**src/hdl/lic_pkg.sv**
```systemverilog
// Package for the LRU ID cache table: request/result types, entry type,
// opcodes and controller states. No dependencies.
package lic_pkg;

    localparam int DEPTH_DEF = 64;
    localparam logic [6:0] CAP_RESET = 7'd64;

    typedef enum logic [1:0] {
        OP_LOAD   = 2'd0,
        OP_GET    = 2'd1,
        OP_UNLOAD = 2'd2,
        OP_CLEAR  = 2'd3
    } op_t;

    typedef enum logic [1:0] {
        ST_IDLE,
        ST_SCAN,
        ST_WRITE,
        ST_DONE
    } state_t;

    typedef struct packed {
        op_t         op;
        logic [15:0] res_id;
        logic [31:0] now;
    } in_t;

    typedef struct packed {
        logic        found;
        logic [5:0]  slot;
        logic        evicted;
        logic [15:0] evicted_id;
        logic [6:0]  live_count;
    } out_t;

    // One cache entry as it moves along the ring
    typedef struct packed {
        logic [15:0] id;
        logic [31:0] stamp;
    } entry_t;

    // Ring control handed to every cell
    typedef struct packed {
        logic shift;
    } ring_ctl_t;

endpackage

```
**src/hdl/lru_id_cache_table.sv**
```systemverilog
// Top level of the LRU ID cache table: entry ring of lic_cell and the
// controller that scans and rewrites it. Depends on lic_pkg, lic_cell.
//
// Usage:
//   in channel (in_valid/in_ready/in_data) takes one request: op, res_id, now.
//   out channel (out_valid/out_ready/out_data) returns one result per request.
//   cfg channel (cfg_valid/cfg_ready/cfg_data) writes capacity; always ready,
//   write only while idle.
// Entries sit in a ring of DEPTH cells that rotates one place per cycle
// while scanning or rewriting, past the controller at the head; a full
// rotation restores the order. Clear needs no rotation; get takes one
// scan rotation; load and unload take a scan rotation, then a rewrite
// rotation. One request in flight at a time; the next is taken once the
// result has been taken.
// Reset empties the table (count 0) and sets capacity to 64; the entry
// cells hold no reset value and are only read below the count.
// If the receiver stalls, the result holds in the output register and
// in_ready stays low.
module lru_id_cache_table
    import lic_pkg::*;
#(
    parameter int DEPTH = DEPTH_DEF
)
(
    input  logic       clk,
    input  logic       rst_n,
    input  logic       in_valid,
    output logic       in_ready,
    input  in_t        in_data,
    output logic       out_valid,
    input  logic       out_ready,
    output out_t       out_data,
    input  logic       cfg_valid,
    output logic       cfg_ready,
    input  logic [6:0] cfg_data
);

    localparam int IW = (DEPTH > 1) ? $clog2(DEPTH) : 1;
    localparam int CW = $clog2(DEPTH + 1);
    localparam int WW = (CW > 7) ? CW : 7;
    localparam logic [IW-1:0] K_LAST = IW'(DEPTH - 1);
    localparam logic [WW-1:0] DEPTH_W = WW'(DEPTH);

    // ring
    entry_t    cell_q [DEPTH];
    entry_t    tail_d;
    entry_t    head;
    ring_ctl_t ctl;

    for (genvar i = 0; i < DEPTH; i++)
    begin : g_ring
        if (i == DEPTH - 1)
        begin : g_tail
            lic_cell u_cell (.clk(clk), .ctl(ctl), .d(tail_d), .q(cell_q[i]));
        end
        else
        begin : g_mid
            lic_cell u_cell (.clk(clk), .ctl(ctl), .d(cell_q[i+1]), .q(cell_q[i]));
        end
    end
    assign head = cell_q[0];

    // control registers
    state_t        state_reg, state_next;
    logic [IW-1:0] k_reg, k_next;
    logic [CW-1:0] count_reg, count_next;
    logic [6:0]    cap_reg;
    logic          out_valid_reg, out_valid_next;
    out_t          res_reg, res_next;
    in_t           req_reg;

    // scan results
    logic          hit_reg, hit_next;
    logic [IW-1:0] hit_idx_reg, hit_idx_next;
    logic [IW-1:0] old_idx_reg, old_idx_next;
    logic [31:0]   old_stamp_reg, old_stamp_next;
    logic [15:0]   old_id_reg, old_id_next;
    entry_t        last_reg, last_next;

    // rewrite plan
    logic          do_ref_reg, do_ref_next;
    logic          do_move_reg, do_move_next;
    logic [IW-1:0] move_idx_reg, move_idx_next;
    logic          do_app_reg, do_app_next;
    logic [IW-1:0] app_idx_reg, app_idx_next;

    assign in_ready  = (state_reg == ST_IDLE) && !out_valid_reg;
    assign cfg_ready = 1'b1;
    assign out_valid = out_valid_reg;
    assign out_data  = res_reg;

    // control state
    always_ff @(posedge clk or negedge rst_n)
    begin
        if (!rst_n)
        begin
            state_reg     <= ST_IDLE;
            count_reg     <= '0;
            cap_reg       <= CAP_RESET;
            out_valid_reg <= 1'b0;
            k_reg         <= '0;
        end
        else
        begin
            state_reg     <= state_next;
            count_reg     <= count_next;
            out_valid_reg <= out_valid_next;
            k_reg         <= k_next;
            if (cfg_valid)
            begin
                cap_reg <= cfg_data;
            end
        end
    end

    // payload
    always_ff @(posedge clk)
    begin
        res_reg       <= res_next;
        hit_reg       <= hit_next;
        hit_idx_reg   <= hit_idx_next;
        old_idx_reg   <= old_idx_next;
        old_stamp_reg <= old_stamp_next;
        old_id_reg    <= old_id_next;
        last_reg      <= last_next;
        do_ref_reg    <= do_ref_next;
        do_move_reg   <= do_move_next;
        move_idx_reg  <= move_idx_next;
        do_app_reg    <= do_app_next;
        app_idx_reg   <= app_idx_next;
        if (in_valid && in_ready)
        begin
            req_reg <= in_data;
        end
    end

    // next state, scan and rewrite
    always_comb
    begin
        logic [CW-1:0] kc;
        logic [WW-1:0] cap_eff;
        logic          live;
        logic          evict;
        logic [CW-1:0] newc;
        logic [IW-1:0] vidx;

        state_next     = state_reg;
        k_next         = k_reg;
        count_next     = count_reg;
        out_valid_next = out_valid_reg;
        res_next       = res_reg;
        hit_next       = hit_reg;
        hit_idx_next   = hit_idx_reg;
        old_idx_next   = old_idx_reg;
        old_stamp_next = old_stamp_reg;
        old_id_next    = old_id_reg;
        last_next      = last_reg;
        do_ref_next    = do_ref_reg;
        do_move_next   = do_move_reg;
        move_idx_next  = move_idx_reg;
        do_app_next    = do_app_reg;
        app_idx_next   = app_idx_reg;
        ctl.shift      = 1'b0;
        tail_d         = head;

        kc   = CW'(k_reg);
        live = kc < count_reg;
        if (cap_reg == 7'd0)
        begin
            cap_eff = WW'(1);
        end
        else if (WW'(cap_reg) > DEPTH_W)
        begin
            cap_eff = DEPTH_W;
        end
        else
        begin
            cap_eff = WW'(cap_reg);
        end
        evict = 1'b0;
        newc  = count_reg;
        vidx  = old_idx_reg;

        if (out_valid_reg && out_ready)
        begin
            out_valid_next = 1'b0;
        end

        case (state_reg)
            ST_IDLE:
            begin
                if (in_valid && in_ready)
                begin
                    k_next   = '0;
                    hit_next = 1'b0;
                    if (in_data.op == OP_CLEAR)
                    begin
                        count_next = '0;
                        res_next   = '0;
                        state_next = ST_DONE;
                    end
                    else
                    begin
                        state_next = ST_SCAN;
                    end
                end
            end

            ST_SCAN:
            begin
                ctl.shift = 1'b1;
                // first match
                if (live && !hit_reg && head.id == req_reg.res_id)
                begin
                    hit_next     = 1'b1;
                    hit_idx_next = k_reg;
                end
                // oldest stamp, lowest index on ties
                if (k_reg == '0)
                begin
                    old_idx_next   = '0;
                    old_stamp_next = head.stamp;
                    old_id_next    = head.id;
                end
                else if (live && head.stamp < old_stamp_reg)
                begin
                    old_idx_next   = k_reg;
                    old_stamp_next = head.stamp;
                    old_id_next    = head.id;
                end
                // last live entry
                if (kc + CW'(1) == count_reg)
                begin
                    last_next = head;
                end
                k_next = k_reg + IW'(1);
                if (k_reg == K_LAST)
                begin
                    k_next        = '0;
                    do_ref_next   = 1'b0;
                    do_move_next  = 1'b0;
                    do_app_next   = 1'b0;
                    res_next      = '0;
                    state_next    = ST_WRITE;
                    // decide with this cycle's scan folded in
                    if (hit_next)
                    begin
                        res_next.found = 1'b1;
                    end
                    case (req_reg.op)
                        OP_LOAD:
                        begin
                            if (hit_next)
                            begin
                                do_ref_next   = 1'b1;
                                res_next.slot = 6'(hit_idx_next);
                            end
                            else
                            begin
                                evict = (WW'(count_reg) >= cap_eff) && (count_reg != '0);
                                vidx  = old_idx_next;
                                if (evict)
                                begin
                                    res_next.evicted    = 1'b1;
                                    res_next.evicted_id = old_id_next;
                                    newc                = count_reg - CW'(1);
                                    do_move_next        = CW'(vidx) + CW'(1) < count_reg;
                                    move_idx_next       = vidx;
                                end
                                if (WW'(newc) < DEPTH_W)
                                begin
                                    do_app_next   = 1'b1;
                                    app_idx_next  = IW'(newc);
                                    res_next.slot = 6'(newc);
                                    newc          = newc + CW'(1);
                                end
                                count_next = newc;
                            end
                        end
                        OP_UNLOAD:
                        begin
                            if (hit_next)
                            begin
                                do_move_next  = CW'(hit_idx_next) + CW'(1) < count_reg;
                                move_idx_next = hit_idx_next;
                                count_next    = count_reg - CW'(1);
                            end
                        end
                        default:
                        begin
                            // get: no rewrite
                            if (hit_next)
                            begin
                                res_next.slot = 6'(hit_idx_next);
                            end
                            state_next = ST_DONE;
                        end
                    endcase
                    res_next.live_count = 7'(count_next);
                end
            end

            ST_WRITE:
            begin
                ctl.shift = 1'b1;
                if (do_ref_reg && k_reg == hit_idx_reg)
                begin
                    tail_d.stamp = req_reg.now;
                end
                if (do_move_reg && k_reg == move_idx_reg)
                begin
                    tail_d = last_reg;
                end
                if (do_app_reg && k_reg == app_idx_reg)
                begin
                    tail_d.id    = req_reg.res_id;
                    tail_d.stamp = req_reg.now;
                end
                k_next = k_reg + IW'(1);
                if (k_reg == K_LAST)
                begin
                    k_next     = '0;
                    state_next = ST_DONE;
                end
            end

            ST_DONE:
            begin
                out_valid_next = 1'b1;
                state_next     = ST_IDLE;
            end

            default:
            begin
                state_next = ST_IDLE;
            end
        endcase
    end

endmodule

```
**src/hdl/lic_cell.sv**
```systemverilog
// One storage cell of the entry ring: holds one entry, passes it on.
// Depends on lic_pkg.
module lic_cell
    import lic_pkg::*;
(
    input  logic      clk,
    input  ring_ctl_t ctl,
    input  entry_t    d,
    output entry_t    q
);

    entry_t q_reg;

    // shift toward the head of the ring
    always_ff @(posedge clk)
    begin
        if (ctl.shift)
        begin
            q_reg <= d;
        end
    end

    assign q = q_reg;

endmodule

```
**config.mk**
```make
export PLATFORM = sky130hd
export DESIGN_NAME = lru_id_cache_table
export DESIGN_NICKNAME = d
export VERILOG_FILES = /design/src/hdl/lic_pkg.sv /design/src/hdl/lru_id_cache_table.sv /design/src/hdl/lic_cell.sv
export SDC_FILE = /design/constraint.sdc
export NUM_CORES = 2
export LEC_CHECK = 0
export BUFFER_PORTS_ARGS = -buffer_cell sky130_fd_sc_hd__buf_2
export CORE_UTILIZATION = 40
export CTS_BUF_LIST = sky130_fd_sc_hd__clkbuf_2 sky130_fd_sc_hd__clkbuf_4 sky130_fd_sc_hd__clkbuf_8
export DETAILED_ROUTE_END_ITERATION = 16
export HOLD_SLACK_MARGIN = 0.08
export SYNTH_ARGS = -nofsm -noshare
export SYNTH_HDL_FRONTEND = slang
export SYNTH_SLANG_ARGS = --single-unit
export TNS_END_PERCENT = 5
```
**constraint.sdc**
```tcl
create_clock -name clk -period 96.2 [get_ports clk]
set_input_delay 9.62 -clock clk [delete_from_list [all_inputs] [get_ports clk]]
set_output_delay 9.62 -clock clk [all_outputs]
set_load 0.02 [all_outputs]
```
==> metrics.txt <==
setup_tns 0 ns; compound-cell area share of the yosys netlist 0.0150; most area-consuming cells after synthesis edfxtp_1 (95%), ha_1 (0.82%), dfrtp_1 (0.53%); largest net degree at the start of global routing 200; syn_area_per_cell around 25 sq um; all-layer global routing usage 0.114; #FFs+latches synth 3300; initial antenna violation count 10; DRT antenna net count 0; yosys warns 0; DR vias 38830; H-tree depth 6; reg2reg setup slack 89.84 ns; drt pass-1 iters 5; worst vdd ir between 0.04 and 0.05 mV; worst setup path start state_reg[0]; CP startpoint kind flip-flop; Synth area leader edfxtp_1; synth unique cells 63; leak pwr approximately 0.036 uW; largest family of logic cells by synthesized area compound AO/OA/AOI/OAI gates; Vias/cell around 4.6; post-route insts no fill approximately 8500; DR DRC count 0; post-synthesis mux area share 0.00455; CTS tree done; worst slew pin tran ~1.2 ns; Slew headroom 0.204; Setup Skew between 0.1 and 0.15 ns; PD cells between 30 and 40 nW/um^2; Post-CTS Hold Buffers 0; Period minus WS final between 10 and 15 ns; Port-buffer cells between 90 and 100; max-cap viol count 0; num ports 96; Worst Path Max Fanout 5; Hold Crit Class flip-flop to flip-flop; core area ~260000 sq um; Primary FF master, synth edfxtp_1; Crit Path Class flip-flop to output pin; synthesized netlist cell count ~4100; register area share after synthesis 0.951; top cells by count, synth edfxtp_1 (3277), nor2_1 (88), a21oi_1 (73), inv_1 (71), ha_1 (68); worst r2r path cells 7; most common cell in the synthesized netlist edfxtp_1; DR iter-0 viols between 2000 and 3000; detailed placer's ending HPWL 74400 um; Post-synth EDFFs 3277; Reg clk slew, reported paths 0.06 ns; ys async rst share 0.00697; fin crit share 0.123; adder-cell share of the synthesized area 0.00818; Initial Utilization 0.404; area share of the largest cell type after synthesis 0.946; num rows around 190; Mapped Area 104000 sq um; post-synthesis net count 4215; Post-CTS Setup Inserts 0; RSZ-0062 raised after global routing no; cts bufs inserted 525; worst r2r dst g_ring[56].g_mid.u_cell.q[5]; die height slightly above 500 um; clk sinks 3300; Die ar. between 200000 and 300000 sq um; fraction of layout cells with a size suffix above 1 0.193; Synth Area in Simple Gates 0.0112; Max clock buf depth 4; Hold Slack approximately 0.32 ns; CTS root buffer clkbuf_8; Largest register FFs around 3000; Crit. End Element output pin; Final nets about 4800; Slew Limit Fails 0; RePlAce Congestion about 0.77; final setup fails 0; final-report hold violation count 0; synthesis-to-finish area growth 14.5%; wire per inst approximately 18 um; Clock Latency Late Sink approximately 1.1 ns; Arrival @ worst endpoint between 2 and 2.5 ns; XOR/XNOR Fraction of Synth Area 0.00497; die width roughly 510 um; FMAX 0.0846 GHz; total global routing overflow 0; final WL around 150000 um; data required time of the worst path around 87 ns; Critical Path Sink in_ready; global-route wire length before repair ~240000 um; vias in the first global route approximately 40000; status finished, final reports clean; dpl cells ~7600; post_cts resized 0; worst reg2reg startpoint state_reg[1]
[stage by stage]
step / util / cell area (sq um) / total power [uW] / worst slack, ns
6_report: 0.462 / 119000 / 4350 / 84.38
5_1_grt: 0.462 / 119000 / 4590 / 84.19
4_1_cts: 0.462 / 119000 / 4440 / 84.22
3_5_place_dp: 0.423 / 109000 / 3270 / 84.36
3_3_place_gp: 0.423 / 109000 / 3230 / 84.48
2_1_floorplan: - / 104000 / 5380 / 18.78
[where the power goes]
part | total, uW | internal (uW) | leakage, uW | switching (uW)
clock network | 1140 | 609 | 0.00523 | 534
logic | 639 | 68.2 | 0.00306 | 571
registers | 2570 | 2450 | 0.0278 | 116
total | 4350 | 3130 | 0.0361 | 1220
[critical path, stage by stage (launching register included)]
cell and delay [ns]:
dfrtp_1 0.40, inv_1 0.19, ha_4 0.18, inv_1 0.07
nor2_1 0.13, buf_2 0.18
[placed cells by master, fill, tap and decap left out, types with 30 or more instances in the layout]
cell and n:
edfxtp_1 3277, clkbuf_8 533, clkbuf_4 143, clkinv_1 112
buf_2 94, nor2_1 87, a21oi_1 71, inv_1 70
ha_1 65, o22ai_1 53, buf_4 52, nand2_1 48
clkinv_2 40, o21ai_0 33, xnor2_1 30
[cell families after synthesis]
logic type	count (synthesis)
xor+xnor	59
fa+ha+maj	68
flops	3300
compound gates	248
other cells	1
buf+inv	123
mux	44
simple gates	242
[worst min path at each step]
stage | start | endpoint | slack, ns | depth (start not counted)
floorplan | g_ring[1].g_mid.u_cell.q[0] | g_ring[0].g_mid.u_cell.q[0] | 0.40 | 0
global placement | g_ring[26].g_mid.u_cell.q[41] | g_ring[25].g_mid.u_cell.q[41] | 0.40 | 0
detailed placement | g_ring[1].g_mid.u_cell.q[18] | g_ring[0].g_mid.u_cell.q[18] | 0.40 | 0
CTS | g_ring[38].g_mid.u_cell.q[14] | g_ring[37].g_mid.u_cell.q[14] | 0.31 | 0
global route | g_ring[38].g_mid.u_cell.q[14] | g_ring[37].g_mid.u_cell.q[14] | 0.34 | 0
finish | g_ring[38].g_mid.u_cell.q[14] | g_ring[37].g_mid.u_cell.q[14] | 0.32 | 0
[layout make-up]
cell class              count  area, sq um
diodes                     14         35.0
multi-input cells         662         4630
repair buffers            149          921
clock buffers             676         8410
flip-flops and latches   3300        99000
inverters                  71          267
well taps                3384         4230
clock inverters           220         1600
fillers                 20878       139000
[layer usage]
metal	global-route usage	wire length, um
met4	0.0494	4410
met5	0	0
met2	0.159	65700
met1	0.171	71700
met3	0.0277	6860
Power figures use the tool's default switching activity.
